--- src/rtl/drmpr_pkg.sv ---
package drmpr_pkg;

    localparam int HDR_FIRST_BIT = 7;   // 0x80
    localparam int HDR_LAST_BIT  = 6;   // 0x40
    localparam int HDR_PPI_BIT   = 3;   // 0x08
    localparam int CONT_W        = 3;   // continuity mask 7
    localparam int ID_W          = 2;   // id mask 3

    localparam int BODY_W  = 16;
    localparam int UNIT_W  = 24;
    localparam int INDEX_W = 17;
    localparam int APB_AW  = 4;
    localparam int APB_DW  = 32;

    localparam logic [INDEX_W-1:0] INDEX_MAX = '1;

    typedef enum logic [1:0] {
        REG_BODY_BYTES     = 2'd0,
        REG_PACKET_ID      = 2'd1,
        REG_MAX_UNIT_BYTES = 2'd2
    } reg_idx_t;

    typedef enum logic [3:0] {
        ST_OK         = 4'd0,
        ST_LENGTH     = 4'd1,
        ST_CRC        = 4'd2,
        ST_ID         = 4'd3,
        ST_PPI        = 4'd4,
        ST_CONTINUITY = 4'd5,
        ST_COUNT      = 4'd6,
        ST_FILL       = 4'd7,
        ST_LIMIT      = 4'd8,
        ST_EMPTY      = 4'd9
    } status_t;

    typedef struct packed {
        logic [BODY_W-1:0] body_bytes;
        logic [ID_W-1:0]   packet_id;
        logic [UNIT_W-1:0] max_unit_bytes;
    } cfg_t;

    typedef struct packed {
        logic [7:0] packet_byte;
        logic       end_of_packet;
        logic       crc_ok;
    } item_t;

endpackage

--- src/rtl/drmpr_if.sv ---
interface drmpr_in_if;
    logic       valid;
    logic       ready;
    logic [7:0] packet_byte;
    logic       end_of_packet;
    logic       crc_ok;

    modport source (output valid, output packet_byte, output end_of_packet, output crc_ok,
                    input ready);
    modport sink   (input valid, input packet_byte, input end_of_packet, input crc_ok,
                    output ready);
endinterface

interface drmpr_out_if;
    logic        valid;
    logic        ready;
    logic        data_valid;
    logic [7:0]  data_byte;
    logic        packet_done;
    logic [3:0]  status;
    logic        starts_unit;
    logic        unit_done;
    logic [23:0] unit_length;

    modport source (output valid, output data_valid, output data_byte, output packet_done,
                    output status, output starts_unit, output unit_done,
                    output unit_length, input ready);
    modport sink   (input valid, input data_valid, input data_byte, input packet_done,
                    input status, input starts_unit, input unit_done,
                    input unit_length, output ready);
endinterface

--- src/rtl/drmpr_cfg.sv ---
module drmpr_cfg (
    input  logic                          clk,
    input  logic                          rst_n,
    input  logic                          psel,
    input  logic                          penable,
    input  logic                          pwrite,
    input  logic [drmpr_pkg::APB_AW-1:0]  paddr,
    input  logic [drmpr_pkg::APB_DW-1:0]  pwdata,
    output logic [drmpr_pkg::APB_DW-1:0]  prdata,
    output logic                          pready,
    output drmpr_pkg::cfg_t               cfg
);
    import drmpr_pkg::*;

    logic [BODY_W-1:0] body_bytes_reg;
    logic [ID_W-1:0]   packet_id_reg;
    logic [UNIT_W-1:0] max_unit_bytes_reg;
    logic              wr_en;
    reg_idx_t          sel;

    assign pready = 1'b1;
    assign wr_en  = psel && penable && pwrite && pready;
    assign sel    = reg_idx_t'(paddr[APB_AW-1:2]);

    always_ff @(posedge clk or negedge rst_n)
    begin
        if (!rst_n)
        begin
            body_bytes_reg     <= BODY_W'(1);
            packet_id_reg      <= '0;
            max_unit_bytes_reg <= '1;
        end
        else if (wr_en)
        begin
            case (sel)
                REG_BODY_BYTES:     body_bytes_reg     <= pwdata[BODY_W-1:0];
                REG_PACKET_ID:      packet_id_reg      <= pwdata[ID_W-1:0];
                REG_MAX_UNIT_BYTES: max_unit_bytes_reg <= pwdata[UNIT_W-1:0];
                default:            ;
            endcase
        end
    end

    always_comb
    begin
        case (sel)
            REG_BODY_BYTES:     prdata = APB_DW'(body_bytes_reg);
            REG_PACKET_ID:      prdata = APB_DW'(packet_id_reg);
            REG_MAX_UNIT_BYTES: prdata = APB_DW'(max_unit_bytes_reg);
            default:            prdata = '0;
        endcase
    end

    assign cfg.body_bytes     = body_bytes_reg;
    assign cfg.packet_id      = packet_id_reg;
    assign cfg.max_unit_bytes = max_unit_bytes_reg;

endmodule

--- src/rtl/drmpr_in_reg.sv ---
module drmpr_in_reg (
    input  logic             clk,
    input  logic             rst_n,
    drmpr_in_if.sink         in_ch,
    output logic             item_valid,
    output drmpr_pkg::item_t item,
    input  logic             item_ready
);
    import drmpr_pkg::*;

    logic  valid_reg;
    logic  valid_next;
    item_t item_reg;
    logic  take;

    assign in_ch.ready = !valid_reg || item_ready;
    assign take        = in_ch.valid && in_ch.ready;

    always_comb
    begin
        if (take)
            valid_next = 1'b1;
        else if (item_ready)
            valid_next = 1'b0;
        else
            valid_next = valid_reg;
    end

    always_ff @(posedge clk or negedge rst_n)
    begin
        if (!rst_n)
            valid_reg <= 1'b0;
        else
            valid_reg <= valid_next;
    end

    // hold the transaction until the core has room for it
    always_ff @(posedge clk)
    begin
        if (take)
        begin
            item_reg.packet_byte   <= in_ch.packet_byte;
            item_reg.end_of_packet <= in_ch.end_of_packet;
            item_reg.crc_ok        <= in_ch.crc_ok;
        end
    end

    assign item_valid = valid_reg;
    assign item       = item_reg;

endmodule

--- src/rtl/drmpr_core.sv ---
module drmpr_core (
    input  logic             clk,
    input  logic             rst_n,
    input  drmpr_pkg::cfg_t  cfg,
    input  logic             item_valid,
    input  drmpr_pkg::item_t item,
    output logic             item_ready,
    drmpr_out_if.source      out_ch
);
    import drmpr_pkg::*;

    // reassembly state
    logic               unit_active_reg;
    logic [CONT_W-1:0]  prev_cont_reg;
    logic [UNIT_W-1:0]  unit_count_reg;
    logic [INDEX_W-1:0] byte_index_reg;
    logic [7:0]         header_latch_reg;
    logic [7:0]         useful_count_reg;
    logic               fill_nonzero_reg;

    // result register
    logic               out_valid_reg;
    logic               out_valid_next;
    logic               data_valid_reg;
    logic [7:0]         data_byte_reg;
    logic               packet_done_reg;
    status_t            status_reg;
    logic               starts_unit_reg;
    logic               unit_done_reg;
    logic [UNIT_W-1:0]  unit_length_reg;

    logic               fire;
    logic [7:0]         b;
    logic [INDEX_W-1:0] idx;
    logic [INDEX_W-1:0] body_ext;
    logic               idx_zero;
    logic               idx_one;
    logic [7:0]         hdr;
    logic               padded;
    logic [BODY_W-1:0]  useful;
    logic               dv;
    logic               fill_set;
    logic               fill_eff;
    logic               first;
    logic               last;
    logic [UNIT_W-1:0]  base;
    logic [UNIT_W:0]    sum;
    logic [CONT_W-1:0]  cont;
    logic [CONT_W-1:0]  cont_expect;
    status_t            status;

    assign item_ready = !out_valid_reg || out_ch.ready;
    assign fire       = item_valid && item_ready;

    assign b        = item.packet_byte;
    assign idx      = byte_index_reg;
    assign body_ext = INDEX_W'(cfg.body_bytes);
    assign idx_zero = (idx == '0);
    assign idx_one  = (idx == INDEX_W'(1));
    assign hdr      = idx_zero ? b : header_latch_reg;
    assign padded   = hdr[HDR_PPI_BIT];

    always_comb
    begin
        if (!padded)
            useful = cfg.body_bytes;
        else if (idx_one)
            useful = BODY_W'(b);
        else if (idx_zero)
            useful = '0;
        else
            useful = BODY_W'(useful_count_reg);
    end

    // useful region and fill tracking
    always_comb
    begin
        dv       = 1'b0;
        fill_set = 1'b0;
        if (!padded)
            dv = !idx_zero && (idx <= body_ext);
        else if (!idx_zero && !idx_one)
        begin
            if ((idx - INDEX_W'(2)) < INDEX_W'(useful_count_reg))
                dv = (idx <= body_ext);
            else
                fill_set = (b != 8'd0);
        end
    end

    assign fill_eff    = fill_nonzero_reg || fill_set;
    assign first       = hdr[HDR_FIRST_BIT];
    assign last        = hdr[HDR_LAST_BIT];
    assign cont        = hdr[CONT_W-1:0];
    assign cont_expect = prev_cont_reg + CONT_W'(1);
    assign base        = first ? '0 : unit_count_reg;
    assign sum         = {1'b0, base} + (UNIT_W+1)'(useful);

    // first matching error wins
    always_comb
    begin
        if (cfg.body_bytes == '0 || idx != body_ext)
            status = ST_LENGTH;
        else if (!item.crc_ok)
            status = ST_CRC;
        else if (hdr[5:4] != cfg.packet_id)
            status = ST_ID;
        else if (padded && !last)
            status = ST_PPI;
        else if (!first && (!unit_active_reg || cont != cont_expect))
            status = ST_CONTINUITY;
        else if (padded && useful >= cfg.body_bytes)
            status = ST_COUNT;
        else if (padded && fill_eff)
            status = ST_FILL;
        else if (sum > {1'b0, cfg.max_unit_bytes})
            status = ST_LIMIT;
        else if (last && sum == '0)
            status = ST_EMPTY;
        else
            status = ST_OK;
    end

    always_ff @(posedge clk or negedge rst_n)
    begin
        if (!rst_n)
        begin
            unit_active_reg  <= 1'b0;
            prev_cont_reg    <= '0;
            unit_count_reg   <= '0;
            byte_index_reg   <= '0;
            header_latch_reg <= '0;
            useful_count_reg <= '0;
            fill_nonzero_reg <= 1'b0;
        end
        else if (fire)
        begin
            if (idx_zero)
                header_latch_reg <= b;
            if (idx_one)
                useful_count_reg <= b;
            if (item.end_of_packet)
            begin
                byte_index_reg   <= '0;
                fill_nonzero_reg <= 1'b0;
                if (status != ST_OK)
                begin
                    // drop the unit
                    unit_active_reg <= 1'b0;
                    unit_count_reg  <= '0;
                    prev_cont_reg   <= '0;
                end
                else
                begin
                    prev_cont_reg   <= cont;
                    unit_active_reg <= !last;
                    unit_count_reg  <= last ? '0 : sum[UNIT_W-1:0];
                end
            end
            else
            begin
                fill_nonzero_reg <= fill_eff;
                if (byte_index_reg != INDEX_MAX)
                    byte_index_reg <= byte_index_reg + INDEX_W'(1);
            end
        end
    end

    always_comb
    begin
        if (fire)
            out_valid_next = 1'b1;
        else if (out_ch.ready)
            out_valid_next = 1'b0;
        else
            out_valid_next = out_valid_reg;
    end

    always_ff @(posedge clk or negedge rst_n)
    begin
        if (!rst_n)
            out_valid_reg <= 1'b0;
        else
            out_valid_reg <= out_valid_next;
    end

    always_ff @(posedge clk)
    begin
        if (fire)
        begin
            data_valid_reg  <= dv;
            data_byte_reg   <= dv ? b : 8'd0;
            packet_done_reg <= item.end_of_packet;
            status_reg      <= item.end_of_packet ? status : ST_OK;
            starts_unit_reg <= item.end_of_packet && status == ST_OK && first;
            unit_done_reg   <= item.end_of_packet && status == ST_OK && last;
            unit_length_reg <= (item.end_of_packet && status == ST_OK && last) ?
                               sum[UNIT_W-1:0] : '0;
        end
    end

    assign out_ch.valid       = out_valid_reg;
    assign out_ch.data_valid  = data_valid_reg;
    assign out_ch.data_byte   = data_byte_reg;
    assign out_ch.packet_done = packet_done_reg;
    assign out_ch.status      = status_reg;
    assign out_ch.starts_unit = starts_unit_reg;
    assign out_ch.unit_done   = unit_done_reg;
    assign out_ch.unit_length = unit_length_reg;

    a_done_ok: assert property (@(posedge clk) disable iff (!rst_n)
        out_valid_reg && unit_done_reg |-> packet_done_reg && status_reg == ST_OK)
        else $error("unit completed on a packet that was not ok");

    a_mid_quiet: assert property (@(posedge clk) disable iff (!rst_n)
        out_valid_reg && !packet_done_reg |->
            status_reg == ST_OK && !starts_unit_reg && !unit_done_reg)
        else $error("packet status reported before packet end");

    a_index_clear: assert property (@(posedge clk) disable iff (!rst_n)
        fire && item.end_of_packet |=> byte_index_reg == '0 && !fill_nonzero_reg)
        else $error("byte index not cleared at packet end");

    a_len_nonzero: assert property (@(posedge clk) disable iff (!rst_n)
        out_valid_reg && unit_done_reg |-> unit_length_reg != '0)
        else $error("empty unit reported as complete");

    a_err_drop: assert property (@(posedge clk) disable iff (!rst_n)
        fire && item.end_of_packet && status != ST_OK |=>
            !unit_active_reg && unit_count_reg == '0 && prev_cont_reg == '0)
        else $error("unit state kept after an error");

endmodule

--- src/rtl/drm_packet_reassembler.sv ---
// Packet-mode reassembler for fixed-length data packets.
// in_ch carries one packet byte per transaction, header first, CRC already
// stripped; end_of_packet marks the last byte and crc_ok gives the outer CRC
// verdict with it. out_ch returns exactly one result per input transaction:
// the byte flagged as useful payload where it falls in the useful region,
// and on the last byte the packet status, unit start and unit completion
// with its length.
// The APB port sets body_bytes (0x0), packet_id (0x4) and max_unit_bytes
// (0x8); write it only while no transaction is in flight.
// Each result passes the input register, then the result register. Throughput
// is one byte per cycle unless out_ch stalls: all header decode, counting and
// status checks sit in one combinational step between the two registers.
// Reset clears the unit and continuity state and empties both registers.
// When the receiver stalls, the result is held and the input register, if empty,
// still takes one more transaction before in_ch.ready drops.
module drm_packet_reassembler (
    input  logic                          clk,
    input  logic                          rst_n,
    input  logic                          psel,
    input  logic                          penable,
    input  logic                          pwrite,
    input  logic [drmpr_pkg::APB_AW-1:0]  paddr,
    input  logic [drmpr_pkg::APB_DW-1:0]  pwdata,
    output logic [drmpr_pkg::APB_DW-1:0]  prdata,
    output logic                          pready,
    drmpr_in_if.sink                      in_ch,
    drmpr_out_if.source                   out_ch
);
    import drmpr_pkg::*;

    cfg_t  cfg;
    item_t item;
    logic  item_valid;
    logic  item_ready;

    drmpr_cfg u_cfg (
        .clk     (clk),
        .rst_n   (rst_n),
        .psel    (psel),
        .penable (penable),
        .pwrite  (pwrite),
        .paddr   (paddr),
        .pwdata  (pwdata),
        .prdata  (prdata),
        .pready  (pready),
        .cfg     (cfg)
    );

    drmpr_in_reg u_in_reg (
        .clk        (clk),
        .rst_n      (rst_n),
        .in_ch      (in_ch),
        .item_valid (item_valid),
        .item       (item),
        .item_ready (item_ready)
    );

    drmpr_core u_core (
        .clk        (clk),
        .rst_n      (rst_n),
        .cfg        (cfg),
        .item_valid (item_valid),
        .item       (item),
        .item_ready (item_ready),
        .out_ch     (out_ch)
    );

endmodule

--- src/flat_wrapper.sv ---
// flat-port wrapper written by rule: the top's interface ports become plain ports
module drm_packet_reassembler_flat import drmpr_pkg::*;
  (clk, rst_n, psel, penable, pwrite, paddr, pwdata, prdata, pready, in_ch_valid, in_ch_packet_byte, in_ch_end_of_packet, in_ch_crc_ok, in_ch_ready, out_ch_valid, out_ch_data_valid, out_ch_data_byte, out_ch_packet_done, out_ch_status, out_ch_starts_unit, out_ch_unit_done, out_ch_unit_length, out_ch_ready);
  drmpr_in_if in_ch_i ();
  drmpr_out_if out_ch_i ();
  input  logic clk;
  input  logic rst_n;
  input  logic psel;
  input  logic penable;
  input  logic pwrite;
  input  logic [drmpr_pkg::APB_AW-1:0] paddr;
  input  logic [drmpr_pkg::APB_DW-1:0] pwdata;
  output logic [drmpr_pkg::APB_DW-1:0] prdata;
  output logic pready;
  input wire logic [$bits(in_ch_i.valid)-1:0] in_ch_valid;
  input wire logic [$bits(in_ch_i.packet_byte)-1:0] in_ch_packet_byte;
  input wire logic [$bits(in_ch_i.end_of_packet)-1:0] in_ch_end_of_packet;
  input wire logic [$bits(in_ch_i.crc_ok)-1:0] in_ch_crc_ok;
  output wire logic [$bits(in_ch_i.ready)-1:0] in_ch_ready;
  output wire logic [$bits(out_ch_i.valid)-1:0] out_ch_valid;
  output wire logic [$bits(out_ch_i.data_valid)-1:0] out_ch_data_valid;
  output wire logic [$bits(out_ch_i.data_byte)-1:0] out_ch_data_byte;
  output wire logic [$bits(out_ch_i.packet_done)-1:0] out_ch_packet_done;
  output wire logic [$bits(out_ch_i.status)-1:0] out_ch_status;
  output wire logic [$bits(out_ch_i.starts_unit)-1:0] out_ch_starts_unit;
  output wire logic [$bits(out_ch_i.unit_done)-1:0] out_ch_unit_done;
  output wire logic [$bits(out_ch_i.unit_length)-1:0] out_ch_unit_length;
  input wire logic [$bits(out_ch_i.ready)-1:0] out_ch_ready;
  assign in_ch_i.valid = in_ch_valid;
  assign in_ch_i.packet_byte = in_ch_packet_byte;
  assign in_ch_i.end_of_packet = in_ch_end_of_packet;
  assign in_ch_i.crc_ok = in_ch_crc_ok;
  assign in_ch_ready = in_ch_i.ready;
  assign out_ch_valid = out_ch_i.valid;
  assign out_ch_data_valid = out_ch_i.data_valid;
  assign out_ch_data_byte = out_ch_i.data_byte;
  assign out_ch_packet_done = out_ch_i.packet_done;
  assign out_ch_status = out_ch_i.status;
  assign out_ch_starts_unit = out_ch_i.starts_unit;
  assign out_ch_unit_done = out_ch_i.unit_done;
  assign out_ch_unit_length = out_ch_i.unit_length;
  assign out_ch_i.ready = out_ch_ready;
  drm_packet_reassembler u_core (.clk(clk), .rst_n(rst_n), .psel(psel), .penable(penable), .pwrite(pwrite), .paddr(paddr), .pwdata(pwdata), .prdata(prdata), .pready(pready), .in_ch(in_ch_i), .out_ch(out_ch_i));
endmodule
--- config.mk ---
export PLATFORM = sky130hd
export DESIGN_NAME = drm_packet_reassembler_flat
export DESIGN_NICKNAME = d
export VERILOG_FILES = /design/src/rtl/drmpr_pkg.sv /design/src/rtl/drmpr_if.sv /design/src/rtl/drmpr_cfg.sv /design/src/rtl/drmpr_in_reg.sv /design/src/rtl/drmpr_core.sv /design/src/rtl/drm_packet_reassembler.sv /design/src/flat_wrapper.sv
export SDC_FILE = /design/constraint.sdc
export NUM_CORES = 1
export LEC_CHECK = 0
export ABC_AREA = 1
export BUFFER_PORTS_ARGS = -buffer_cell sky130_fd_sc_hd__buf_2
export CAP_MARGIN = 20
export CORE_MARGIN = 1
export CORE_UTILIZATION = 60
export DETAILED_ROUTE_END_ITERATION = 7
export PLACE_DENSITY = 0.82
export SETUP_SLACK_MARGIN = 0.2
export SLEW_MARGIN = 20
export SYNTH_ARGS = -nofsm -noshare
export SYNTH_HDL_FRONTEND = slang
export SYNTH_HIERARCHICAL = 1
export SYNTH_SLANG_ARGS = --single-unit
--- constraint.sdc ---
create_clock -name clk -period 12.3 [get_ports clk]
set_clock_uncertainty 0.05 [all_clocks]
set_input_delay 0.615 -clock clk [delete_from_list [all_inputs] [get_ports clk]]
set_output_delay 0.615 -clock clk [all_outputs]
set_load 0.05 [all_outputs]
Word level (Yosys, flattened, before mapping) --
Cells that the tools add are included.
Storage, ports and cells: flip-flop bits (word level) 156, input port bits 53, logic and storage cells 111, output and inout port bits 75
Cells by class: reductions and logical operators 42, equal/unequal tests 7, multiplexer cells 32, $lt $le $gt $ge 4, add/sub/neg operators 4
Operators with widths (count):
- two-way mux 24 bit | 3
- one-hot mux 24 bit (3 select lines) | 1
- two-way mux 4 bit | 9
- two-way mux 17 bit | 2
- adder 24 x 16 -> 25 bit | 1
- > comparator 25 x 24 -> 1 bit | 1
- logical NOT 25 bit | 1
- two-way mux 8 bit | 3
- adder 17 x 1 -> 17 bit (second input constant) | 1
- == test 17 x 1 -> 1 bit (second input constant) | 1
- <= comparator 17 x 16 -> 1 bit | 1
- logical NOT 17 bit | 1
- less-than comparator 17 x 8 -> 1 bit | 1
- inequality test 17 x 16 -> 1 bit | 1
- inequality test 17 bit (second input constant) | 1
- subtractor 17 x 2 -> 17 bit (second input constant) | 1
- >= comparator 16 bit | 1
- logical NOT 16 bit | 1
- two-way mux 16 bit | 1
- logical AND 1 bit | 14
- two-way mux 1 bit | 12
- AND reduction 2 bit | 6
- nonzero test 8 bit | 1
- logical NOT 1 bit | 7
- other kinds (11) | 17

Logic depth before layout (Yosys ltp) --
Gate-level depths: netlist of run 1.
depth after elaboration 19, mapped depth 53, gate-level depth less buffers 51

Hierarchy --
Netlist of run 1, hierarchy kept.
Modules (own cells, without submodules):
- drmpr_core | area an instance 7752.4 um^2, sequential area each 2777.7 um^2, instances 1, cells each 1029
- drmpr_cfg | area an instance 2093.3 um^2, sequential area each 1082.3 um^2, instances 1, cells each 269
- drmpr_in_reg | area an instance 345.3 um^2, sequential area each 325.3 um^2, instances 1, cells each 16

Worst setup path before layout of run 1 --
No wires, ideal clock.
path type reg-to-reg, start point register u_core.u_core.byte_index_reg[1], end point register u_core.u_core.unit_length_reg[10], in the netlist u_core/u_core/out_ch.unit_length[10] (data pin), data arrival time 5.862 ns, setup slack 6.115 ns, library setup time 0.272 ns, period minus slack after synthesis 6.185 ns, data required time 11.978 ns, stages on the path, launching flop included 44, buffers on the path 4, cell sequence dfrtp_1 -> inv_1 -> ha_1 -> inv_1 -> nor2_1 -> nand2_1 -> nor2_4 -> nand2_4 -> clkbuf_1 -> o21ai_0 -> inv_1 -> clkbuf_1 -> o21ai_0 -> inv_1 -> ha_1 -> nand3_1 -> nand2_1 -> a21oi_1 -> [... 8 more ...] -> nand4_1 -> nor4_1 -> nand3_1 -> nor2_1 -> nand3_1 -> or3_1 -> nand2_1 -> nand2_1 -> nand2_1 -> nand2_1 -> nand2_1 -> nand2_1 -> nand2_1 -> nand2_2 -> nand4_2 -> buf_6 -> buf_8 -> nor3_2
Between the ends: longest elaborated chain between the ends 19, elaborated cells on any way between the ends 44, classes of those cells 2 x add/sub; 3 x order compare; 4 x eq/ne; 17 x mux; 18 x reduce/logical
Ends and longest elaborated chain:
- start, declared | line drmpr_core.sv:16 | logic [INDEX_W-1:0] byte_index_reg;
- start signal, assigned | line drmpr_core.sv:164 | byte_index_reg <= byte_index_reg + INDEX_W'(1);
- logical NOT 17 bit | line drmpr_core.sv:58 | assign idx_zero = (idx == '0);
- two-way mux 8 bit | line drmpr_core.sv:69 | else if (idx_zero)
- two-way mux 8 bit | line drmpr_core.sv:67 | else if (idx_one)
- two-way mux 16 bit | line drmpr_core.sv:65 | if (!padded)
- adder 24 x 16 -> 25 bit (*) | line drmpr_core.sv:97 | assign sum = {1'b0, base} + (UNIT_W+1)'(useful);
- net u_core.u_core.sum[23] | line drmpr_core.sv:47 | logic [UNIT_W:0] sum;
- parallel branches: the longest is 3 deep, another holds > comparator 25 x 24 -> 1 bit
- two-way mux 4 bit (*) | line drmpr_core.sv:116 | else if (sum > {1'b0, cfg.max_unit_bytes})
- two-way mux 4 bit (*) | line drmpr_core.sv:114 | else if (padded && fill_eff)
- two-way mux 4 bit (*) | line drmpr_core.sv:112 | else if (padded && useful >= cfg.body_bytes)
- two-way mux 4 bit (*) | line drmpr_core.sv:110 | else if (!first && (!unit_active_reg || cont != cont_expect))
- two-way mux 4 bit (*) | line drmpr_core.sv:108 | else if (padded && !last)
- two-way mux 4 bit (*) | line drmpr_core.sv:106 | else if (hdr[5:4] != cfg.packet_id)
- two-way mux 4 bit (*) | line drmpr_core.sv:104 | else if (!item.crc_ok)
- two-way mux 4 bit (*) | line drmpr_core.sv:102 | if (cfg.body_bytes == '0 || idx != body_ext)
- logical NOT 4 bit (*) | line drmpr_core.sv:197 | unit_length_reg <= (item.end_of_packet && status == ST_OK && last) ?
- logical AND 1 bit (*) (2 in a row) | line drmpr_core.sv:197
- end signal, assigned | line drmpr_core.sv:197
- end, declared | line drmpr_core.sv:30 | logic [UNIT_W-1:0] unit_length_reg;
Mark *: on every way through the listed nets, which the timed path passes. A chain may end at the register's enable or synchronous reset.

Final worst setup path of run 1 --
start point register u_core.u_core.byte_index_reg[1], end point register u_core.u_core.unit_count_reg[21]
Between the ends: longest elaborated chain between the ends 18, elaborated cells on any way between the ends 44, classes of those cells 2 x add/sub; 3 x order compare; 4 x eq/ne; 19 x mux; 16 x reduce/logical
Ends and longest elaborated chain:
- logical NOT 17 bit | line drmpr_core.sv:58
- two-way mux 8 bit | line drmpr_core.sv:69
- two-way mux 8 bit | line drmpr_core.sv:67
- two-way mux 16 bit | line drmpr_core.sv:65
- adder 24 x 16 -> 25 bit (*) | line drmpr_core.sv:97
- net u_core.u_core.sum[23] | line drmpr_core.sv:47
- parallel branches: the longest is 3 deep, another holds > comparator 25 x 24 -> 1 bit
- two-way mux 4 bit (*) | line drmpr_core.sv:116
- two-way mux 4 bit (*) | line drmpr_core.sv:114
- two-way mux 4 bit (*) | line drmpr_core.sv:112
- two-way mux 4 bit (*) | line drmpr_core.sv:110
- two-way mux 4 bit (*) | line drmpr_core.sv:108
- two-way mux 4 bit (*) | line drmpr_core.sv:106
- two-way mux 4 bit (*) | line drmpr_core.sv:104
- two-way mux 4 bit (*) | line drmpr_core.sv:102
- nonzero test 4 bit (*) | line drmpr_core.sv:146 | if (status != ST_OK)
- two-way mux 24 bit (*) | line drmpr_core.sv:146
- end signal, assigned | line drmpr_core.sv:157 | unit_count_reg <= last ? '0 : sum[UNIT_W-1:0];
- end, declared | line drmpr_core.sv:15 | logic [UNIT_W-1:0] unit_count_reg;
Marks and branches as above.

==> results of run 1 <==
[cell families (layout without fill, tap and decap cells)]
logic type	count (synthesis)	in the layout
flip-flops	156	156
XOR/XNOR	17	17
adder cells (fa/ha/maj)	77	77
AND/OR/NAND/NOR	664	664
AO/OA/AOI/OAI	164	164
other	2	9
buffers and inverters	234	343
[through the flow]
stage                     cell area [um2]  hold WS [ps]  power, W
after floorplan                     10200           269   0.00152
after CTS                           11400          62.6   0.00233
after detailed placement            10800           412   0.00180
after global routing                11400          86.3   0.00251
after global placement              10800           410   0.00176
final                               11400          58.8   0.00235
[worst max path at each step]
stage | start | endpoint | slack (ps) | depth (start not counted)
2_1_floorplan | u_core/u_core/byte_index_reg[1]$_DFFE_PN0P_ | u_core/u_core/out_ch.unit_length[10]$_SDFFCE_PN0P_ | 6120 | 43
3_3_place_gp | u_core/u_core/byte_index_reg[1]$_DFFE_PN0P_ | u_core/u_core/out_ch.unit_length[3]$_SDFFCE_PN0P_ | 4430 | 37
3_5_place_dp | u_core/u_core/byte_index_reg[1]$_DFFE_PN0P_ | u_core/u_core/out_ch.unit_length[20]$_SDFFCE_PN0P_ | 4110 | 37
4_1_cts | u_core/u_core/byte_index_reg[1]$_DFFE_PN0P_ | u_core/u_core/out_ch.unit_length[20]$_SDFFCE_PN0P_ | 4050 | 37
5_1_grt | u_core/u_core/byte_index_reg[1]$_DFFE_PN0P_ | u_core/u_core/unit_count_reg[21]$_DFFE_PN0P_ | 3440 | 37
6_report | u_core/u_core/byte_index_reg[1]$_DFFE_PN0P_ | u_core/u_core/unit_count_reg[21]$_DFFE_PN0P_ | 4170 | 37
[power breakdown]
part | internal (W) | leakage (nW) | switching [W] | total, W
Clock | 0.000287 | 0.286 | 0.000238 | 0.000525
Sequential | 0.000635 | 1.84 | 0.0000635 | 0.000699
Combinational | 0.000337 | 3.74 | 0.000792 | 0.00113
[routing by layer]
| metal | vias to the layer above | track usage | part of all wire | routed length, um |
|---|---|---|---|---|
| li1 | 4443 | - | - | - |
| met1 | 4274 | 0.446 | 0.45 | 11800 |
| met2 | 426 | 0.483 | 0.45 | 11900 |
| met3 | 56 | 0.0542 | 0.079 | 2100 |
| met4 | 0 | 0.119 | 0.024 | 648 |
| met5 | - | 0 | 0 | 0 |
[cells in the mapped netlist, types with 3 or more instances]
master      n  area share
nand2_1   394        0.15
o21a_1      3      0.0022
a31oi_1     3      0.0018
dfstp_2    25       0.064
nor2_2      4      0.0025
o221ai_1    8      0.0069
a21oi_1    53       0.026
or4_1       3      0.0022
clkbuf_1   11      0.0041
o21bai_1    4      0.0029
inv_1     194       0.071
buf_6       7      0.0077
nor3_1     29       0.014
o21ai_0    57       0.028
dfrtp_1    81        0.20
nand3_1    58       0.028
a21o_1      4      0.0029
ha_1       76       0.093
nor3_2     11       0.011
nand2_4     7      0.0077
nor2_4      7      0.0077
edfxtp_1   50        0.15
buf_4      13      0.0096
nor2_1    109       0.040
o21ai_1    20      0.0098
nand4_1    13      0.0080
nand2_2     4      0.0025
nor4_1      9      0.0055
xor2_1     15       0.013
[area by class of cell]
cell class / instances / share of cell area
sequential: 156 / 0.367
clock inverter: 14 / 0.0129
tap: 220 / 0.0241
timing repair buffer: 112 / 0.0520
inverter: 199 / 0.0657
multi-input combinational: 931 / 0.441
clock buffer: 18 / 0.0376
[worst max-delay path: cells and delay by family (launching register included)]
kind | cells | cell delay [ps]
flops | 1 | 450
compound gates | 9 | 2150
simple gates | 18 | 2950
xor+xnor | 1 | 310
fa+ha+maj | 3 | 820
buf+inv | 6 | 1290
[placed cells by master, fill, tap and decap left out, types with 9 or more instances in the layout]
cell         n
nand2_1    394
nor4_1       9
inv_1      194
dfstp_2     25
edfxtp_1    50
ha_1        76
nand3_1     58
nor3_2      11
o21ai_0     57
nand4_1     13
nor3_1      29
conb_1       9
nor2_1     109
clkbuf_16   17
buf_2      107
dfrtp_1     81
a21oi_1     53
o21ai_1     20
xor2_1      15
==> summary.txt, run 1 <==
Clock tree
  • CTS resizes: 0
  • Clock Tree Buf Depth: 2
  • Num Clock Sinks: 156
  • Hold Buf Count CTS: 0
  • Post-CTS setup buffer count: 0
  • Num CTS Buffers: 17
  • Reg clk slew, reported paths: 70 ps
  • Worst skew pair latency: 440 ps
  • Root Driver: clkbuf_16
  • H-tree levels: 4
  • CTS tree: yes

Worst setup path
  • Crit Path Category: flop to flop
  • FF-to-FF End: u_core/u_core/unit_count_reg[21]$_DFFE_PN0P_
  • Worst Path Arrival: 8410 ps
  • Critical Path RT: 12570 ps
  • Crit-path max FO: 25
  • Critical Path Sink Type: flop
  • Reg2reg path depth: 37
  • R2R setup slack: 4170 ps
  • CP max stage delay: 640 ps
  • Max stage delay cell, worst path: nand4_2
  • Setup crit start kind: flop
  • Reg-to-Reg Start: u_core/u_core/byte_index_reg[1]$_DFFE_PN0P_

Global routing
  • Initial antenna violation count: 0
  • GRT Util Overall: 0.314
  • First-pass GRT wire length: 42900 um
  • Vias in the first global route: 8501
  • Total grt overflow: 0
  • Largest net degree at the start of global routing: 77

Place
  • I/O Buffers: 108
  • Cell count after placement: 1617
  • DP Worst Slack: 4110 ps
  • HPWL after DPL: 19500 um
  • Gpl congestion: 0.957

Synthesis
  • FF+latch count, synth: 156
  • Synth Area in Adders: 0.0953
  • Seq/Total Area, Yosys: 0.411
  • Syn_area_per_cell: 7.76 um2
  • Mux contribution to synthesized area: 0
  • Synth Area in XOR/XNOR: 0.0146
  • Post-Synth Simple-Gate Area: 0.291
  • Synth Area in Compound Gates: 0.0902
  • Largest family of logic cells by synthesized area: simple AND/OR/NAND/NOR gates
  • Mapped cell area: 0.0102 mm2
  • Synth Flop Type: dfrtp_1
  • EDFF count, synth: 50
  • Async SR Flop Fraction: 0.679
  • YS warnings: 6
  • Cell count after synthesis: 1314
  • Yosys cell types: 58

Timing
  • Achievable clock frequency: 123 MHz
  • Post-route setup TNS: 0 ps
  • Final Hold Viols: 0
  • Final max-slew violation count: 0
  • RSZ-0062 raised after global routing: false
  • Slew headroom: 0.297
  • Final Critical Period: 8130 ps
  • Period utilisation layout: 0.661
  • # setup viols final: 0
  • Worst Tran Pin Value: 1050 ps
  • Setup slack after layout: 4170 ps

Final layout
  • P&R area growth vs syn: 12.0%
  • Share of cells above drive strength 1: 0.151
  • Layout Cells excl Fill: 1650
  • Final-stage net count: 1547
  • Area occupied by multi-input gates: 0.00504 mm2
  • Fill cell count: 1381
  • Register area: 0.00419 mm2
  • Final Util: 0.688
  • Diode count: 0

Power and ir drop
  • Leakage: 5.86 nW
  • VDD IR max: 129 uV
  • Power per cell area: 206 mW/mm2

Die
  • Num rows: 47
  • Core area: 0.0166 mm2
  • Die footprint: 0.0175 mm2
  • Initial core utilization: 0.615
  • I/O pin count: 128
  • Die Span Y: 132 um
  • Chip width: 132 um

Detailed routing
  • Number of DRC markers in iteration 0: 813
  • 1st-pass router iterations: 8
  • Drt via density: 5.58
  • Final ANT Viol Nets: 0
  • DR DRC count: 0
  • Total number of vias: 9199
  • Routed Wire Length: 26500 um
  • Avg WL per Cell: 16.0 um

Outcome
  • Outcome: completed

Worst hold path
  • Class of the tightest hold or removal check: input pin to async pin

Job
  • Max-cap viol count: 0
Power figures use the tool's default switching activity.
==> inputs of run 2 (changes only) <==
--- a/config.mk
+++ b/config.mk
@@ -5,13 +5,13 @@
 export SDC_FILE = /design/constraint.sdc
 export NUM_CORES = 1
 export LEC_CHECK = 0
-export ABC_AREA = 1
+export ABC_AREA = 0
 export BUFFER_PORTS_ARGS = -buffer_cell sky130_fd_sc_hd__buf_2
 export CAP_MARGIN = 20
 export CORE_MARGIN = 1
-export CORE_UTILIZATION = 60
+export CORE_UTILIZATION = 59
 export DETAILED_ROUTE_END_ITERATION = 7
-export PLACE_DENSITY = 0.82
+export PLACE_DENSITY = 0.81
 export SETUP_SLACK_MARGIN = 0.2
 export SLEW_MARGIN = 20
 export SYNTH_ARGS = -nofsm -noshare
==> constraint.sdc (replaced) <==
create_clock -name clk -period 8.1 [get_ports clk]
set_clock_uncertainty 0.05 [all_clocks]
set_input_delay 0.405 -clock clk [delete_from_list [all_inputs] [get_ports clk]]
set_output_delay 0.405 -clock clk [all_outputs]
set_load 0.05 [all_outputs]
==> run 2 against run 1 <==
Clock-buffer cell count down 1. Sequential power up 52%. Flip-flop and latch count unchanged. Total power increased by 35%. Area after synthesis increased by 0.12%. Routed wire length hardly changed. Global-route usage down 0.29 points. Combinational power up 14%. Synthesized cell count is 19% lower. Worst hold slack improved by 30 ps. Largest power group unchanged.
==> summary.txt, run 2 <==
Outcome
  • Outcome: completed

Final layout
  • Most common cell after layout, fill and taps aside: buf_2
  • Fill cell count: 1311 (-5.1%)
  • Final Util: 0.692 (+0.00358)
  • Diode count: 0 (unchanged)
  • Share of cells above drive strength 1: 0.227 (+0.0755)
  • Final-stage net count: 1291 (-17%)
  • P&R area growth vs syn: 13.7%
  • Most frequent cells in the layout: buf_2 (107), nand2_1 (100), nor2_1 (81), dfrtp_1 (81), ha_1 (75)

Place
  • DP Worst Slack: 413 ps (-3690 ps)
  • I/O Buffers: 108 (unchanged)
  • HPWL after DPL: 18700 um (-4.2%)
  • Gpl congestion: 0.939 (-1.9%)

Power and ir drop
  • P_int: 0.00189 W (+50%)
  • Logic pwr share: 0.407 (-0.073)
  • VDD IR max: 168 uV (+30%)
  • Leakage: 5.32 nW (-9.2%)
  • Power per cell area: 274 mW/mm2 (+33%)
  • Seq pwr share: 0.334 (+0.037)
  • Clock share of power: 0.259 (+0.036)
  • Sw Pwr: 0.00128 W (+17%)
  • Switching Share: 0.404 (-0.0608)

Timing
  • Setup slack after layout: 521 ps (-3640 ps)
  • Final Hold Viols: 0 (unchanged)
  • Final max-slew violation count: 0 (unchanged)
  • Period utilisation layout: 0.936 (+0.274)
  • Worst Tran Pin Value: 1050 ps (-0.946 ps)
  • RSZ-0062 raised after global routing: false
  • Slew headroom: 0.297 (about the same)
  • Post-route setup TNS: 0 ps (unchanged)
  • Final Critical Period: 7580 ps (-555 ps)
  • # setup viols final: 0 (unchanged)
  • Achievable clock frequency: 132 MHz (+7.3%)

Synthesis
  • Async SR Flop Fraction: 0.679 (unchanged)
  • Top-area cell type share of the netlist area: 0.199 (-0.000244)
  • Dominant cell type by area after synthesis: dfrtp_1
  • FF+latch count, synth: 156 (unchanged)
  • Synth Flop Type: dfrtp_1
  • EDFF count, synth: 50 (unchanged)
  • Top cells by area in the synthesized netlist: dfrtp_1 (20%), edfxtp_1 (15%), ha_1 (9.3%), dfstp_2 (6.4%), mux2_2 (5.8%)
  • Yosys cell types: 73 (+26%)
  • Cell count after synthesis: 1062 (-19%)
  • Mapped cell area: 0.0102 mm2 (+0.12%)
  • Synth top cells by count: nand2_1 (100), nor2_1 (82), dfrtp_1 (81)
  • Seq/Total Area, Yosys: 0.410 (-0.000504)
  • Most frequent cell after synthesis: nand2_1
  • YS warnings: 6 (unchanged)
  • Syn_area_per_cell: 9.61 um2 (+24%)

Worst setup path
  • Crit-path most repeated cell: nor2_1
  • Critical Path Sink Type: flop
  • Crit-path max FO: 23 (-8.0%)
  • CP max stage delay: 630 ps (about the same)
  • Crit Path Category: flop to flop
  • Max stage delay cell, worst path: or4b_2
  • Worst Path Arrival: 7790 ps (-620 ps)
  • Setup crit start kind: flop
  • Critical Path RT: 8310 ps (-4260 ps)

Job
  • Max-cap viol count: 0 (unchanged)

Die
  • Core area: 0.0168 mm2 (+1.1%)
  • Initial core utilization: 0.609 (-0.00572)
  • Die footprint: 0.0178 mm2 (+1.8%)
  • Num rows: 47 (unchanged)
  • Die Span Y: 134 um (+0.89%)
  • Chip width: 134 um (+0.89%)
  • I/O pin count: 128 (unchanged)

Detailed routing
  • Total number of vias: 8460 (-8.0%)
  • Routed Wire Length: 26500 um (about the same)
  • DR DRC count: 0 (unchanged)
  • Number of DRC markers in iteration 0: 705 (-13%)
  • Avg WL per Cell: 19.0 um (+18%)
  • 1st-pass router iterations: 6 (-2)
  • Drt via density: 6.07 (+8.9%)
  • Final ANT Viol Nets: 0 (unchanged)

Clock tree
  • H-tree levels: 4 (unchanged)
  • Reg clk slew, reported paths: 70 ps (about the same)
  • Root Driver: clkbuf_16
  • Worst skew pair latency: 440 ps (about the same)
  • Num CTS Buffers: 17 (unchanged)
  • CTS tree: yes
  • Clock Tree Buf Depth: 2 (unchanged)
  • Num Clock Sinks: 156 (unchanged)

Global routing
  • Total grt overflow: 0 (unchanged)
  • Initial antenna violation count: 0 (unchanged)
  • Largest net degree at the start of global routing: 81 (+5.2%)
  • GRT Util Overall: 0.311 (-0.00293)
  • Vias in the first global route: 8331 (-2.0%)
  • First-pass GRT wire length: 42800 um (-0.34%)

Worst hold path
  • Class of the tightest hold or removal check: input pin to flop
run 2: cell count changes after synthesis, sizes merged, moves of 17 or more:
| cell | delta |
|---|---|
| nand2 | -305 |
| inv | -131 |
| mux2 | +53 |
| nor2 | -38 |
| and2 | +32 |
| mux2i | +25 |
| clkbuf | +23 |
| xnor2 | +21 |
| o21ai | -19 |
| nor3b | +17 |
run 2: path summary, 6_finish.rpt:
path | start | endpoint | slack, ps | depth (start not counted)
worst max-delay path | u_core/u_core/byte_index_reg[1]$_DFFE_PN0P_ | u_core/u_core/out_ch.unit_length[19]$_SDFFCE_PN0P_ | 520 | 28
worst min-delay path | in_ch_packet_byte[5] | u_core/u_in_reg/item[7]$_DFFE_PP_ | 90 | 1
worst max register to register | u_core/u_core/byte_index_reg[1]$_DFFE_PN0P_ | u_core/u_core/out_ch.unit_length[19]$_SDFFCE_PN0P_ | 520 | 28
worst min register to register | u_core/u_core/unit_count_reg[7]$_DFFE_PN0P_ | u_core/u_core/unit_count_reg[7]$_DFFE_PN0P_ | 430 | 2
max in group asynchronous | rst_n | u_core/u_core/unit_count_reg[6]$_DFFE_PN0P_ | 6550 | 3
min in group asynchronous | rst_n | u_core/u_cfg/body_bytes_reg[13]$_DFFE_PN0P_ | 370 | 2
run 2: power groups by stage:
stage	sequential, W	clock, W	combinational (W)
final	0.00106	0.000821	0.00129
after detailed placement	0.00107	0	0.00124
after floorplan	0.00110	0	0.000860
after global routing	0.00107	0.000864	0.00141
after CTS	0.00106	0.000830	0.00126
after global placement	0.00106	0	0.00120
run 2: layout make-up:
cell class	instances	area, um2	share of cell area
clock buffers	17	425	0.0367
clock inverters	15	176	0.0152
inverters	66	248	0.0214
multi-input cells	791	5570	0.481
flip-flops and latches	156	4190	0.361
well taps	220	275	0.0237
repair buffers	129	714	0.0616
run 2: worst max-delay path, delay by kind of cell (launching register included):
| kind | cells | cell delay (ps) |
|---|---|---|
| compound gates | 8 | 2140 |
| flops | 1 | 460 |
| xor+xnor | 1 | 360 |
| fa+ha+maj | 3 | 860 |
| simple gates | 10 | 2390 |
| buf+inv | 6 | 1110 |
run 2: what timing repair did:
action                                 in CTS  in global routing
hold buffers                                1                  0
buffers inserted                            0                  1
resized for setup                           0                 13
endpoints found under the hold margin      13                  0
setup endpoints to repair                   0                 52
run 2: per-layer routing:
| metal | global-route usage | wire length [um] |
|---|---|---|
| met1 | 0.380 | 10500 |
| met2 | 0.520 | 12900 |
| met3 | 0.0700 | 1930 |
| met4 | 0.152 | 1090 |
| met5 | 0.0167 | 0 |
run 2: cells by family (layout without fill, tap and decap cells):
logic type | after synthesis | in the layout | share of synthesized area
and+or+nand+nor | 389 | 389 | 0.198
other | 2 | 9 | 0.000736
DFF | 156 | 156 | 0.410
adders and majority gates | 77 | 77 | 0.0952
muxes | 78 | 78 | 0.0830
AOI/OAI and AO/OA | 194 | 194 | 0.123
buffers and inverters | 122 | 227 | 0.0530
xor gates and xnor gates | 44 | 44 | 0.0378
run 2: through the flow:
| stage | area [um2] | hold slack, ps | std cells | total power, W |
|---|---|---|---|---|
| 2_1_floorplan | 10200 | 59.4 | 1069 | 0.00196 |
| 3_3_place_gp | 10900 | 293 | 1360 | 0.00227 |
| 3_5_place_dp | 10900 | 293 | 1360 | 0.00231 |
| 4_1_cts | 11500 | 81.7 | 1393 | 0.00314 |
| 5_1_grt | 11600 | 73.2 | 1394 | 0.00335 |
| 6_report | 11600 | 89.0 | 1394 | 0.00317 |
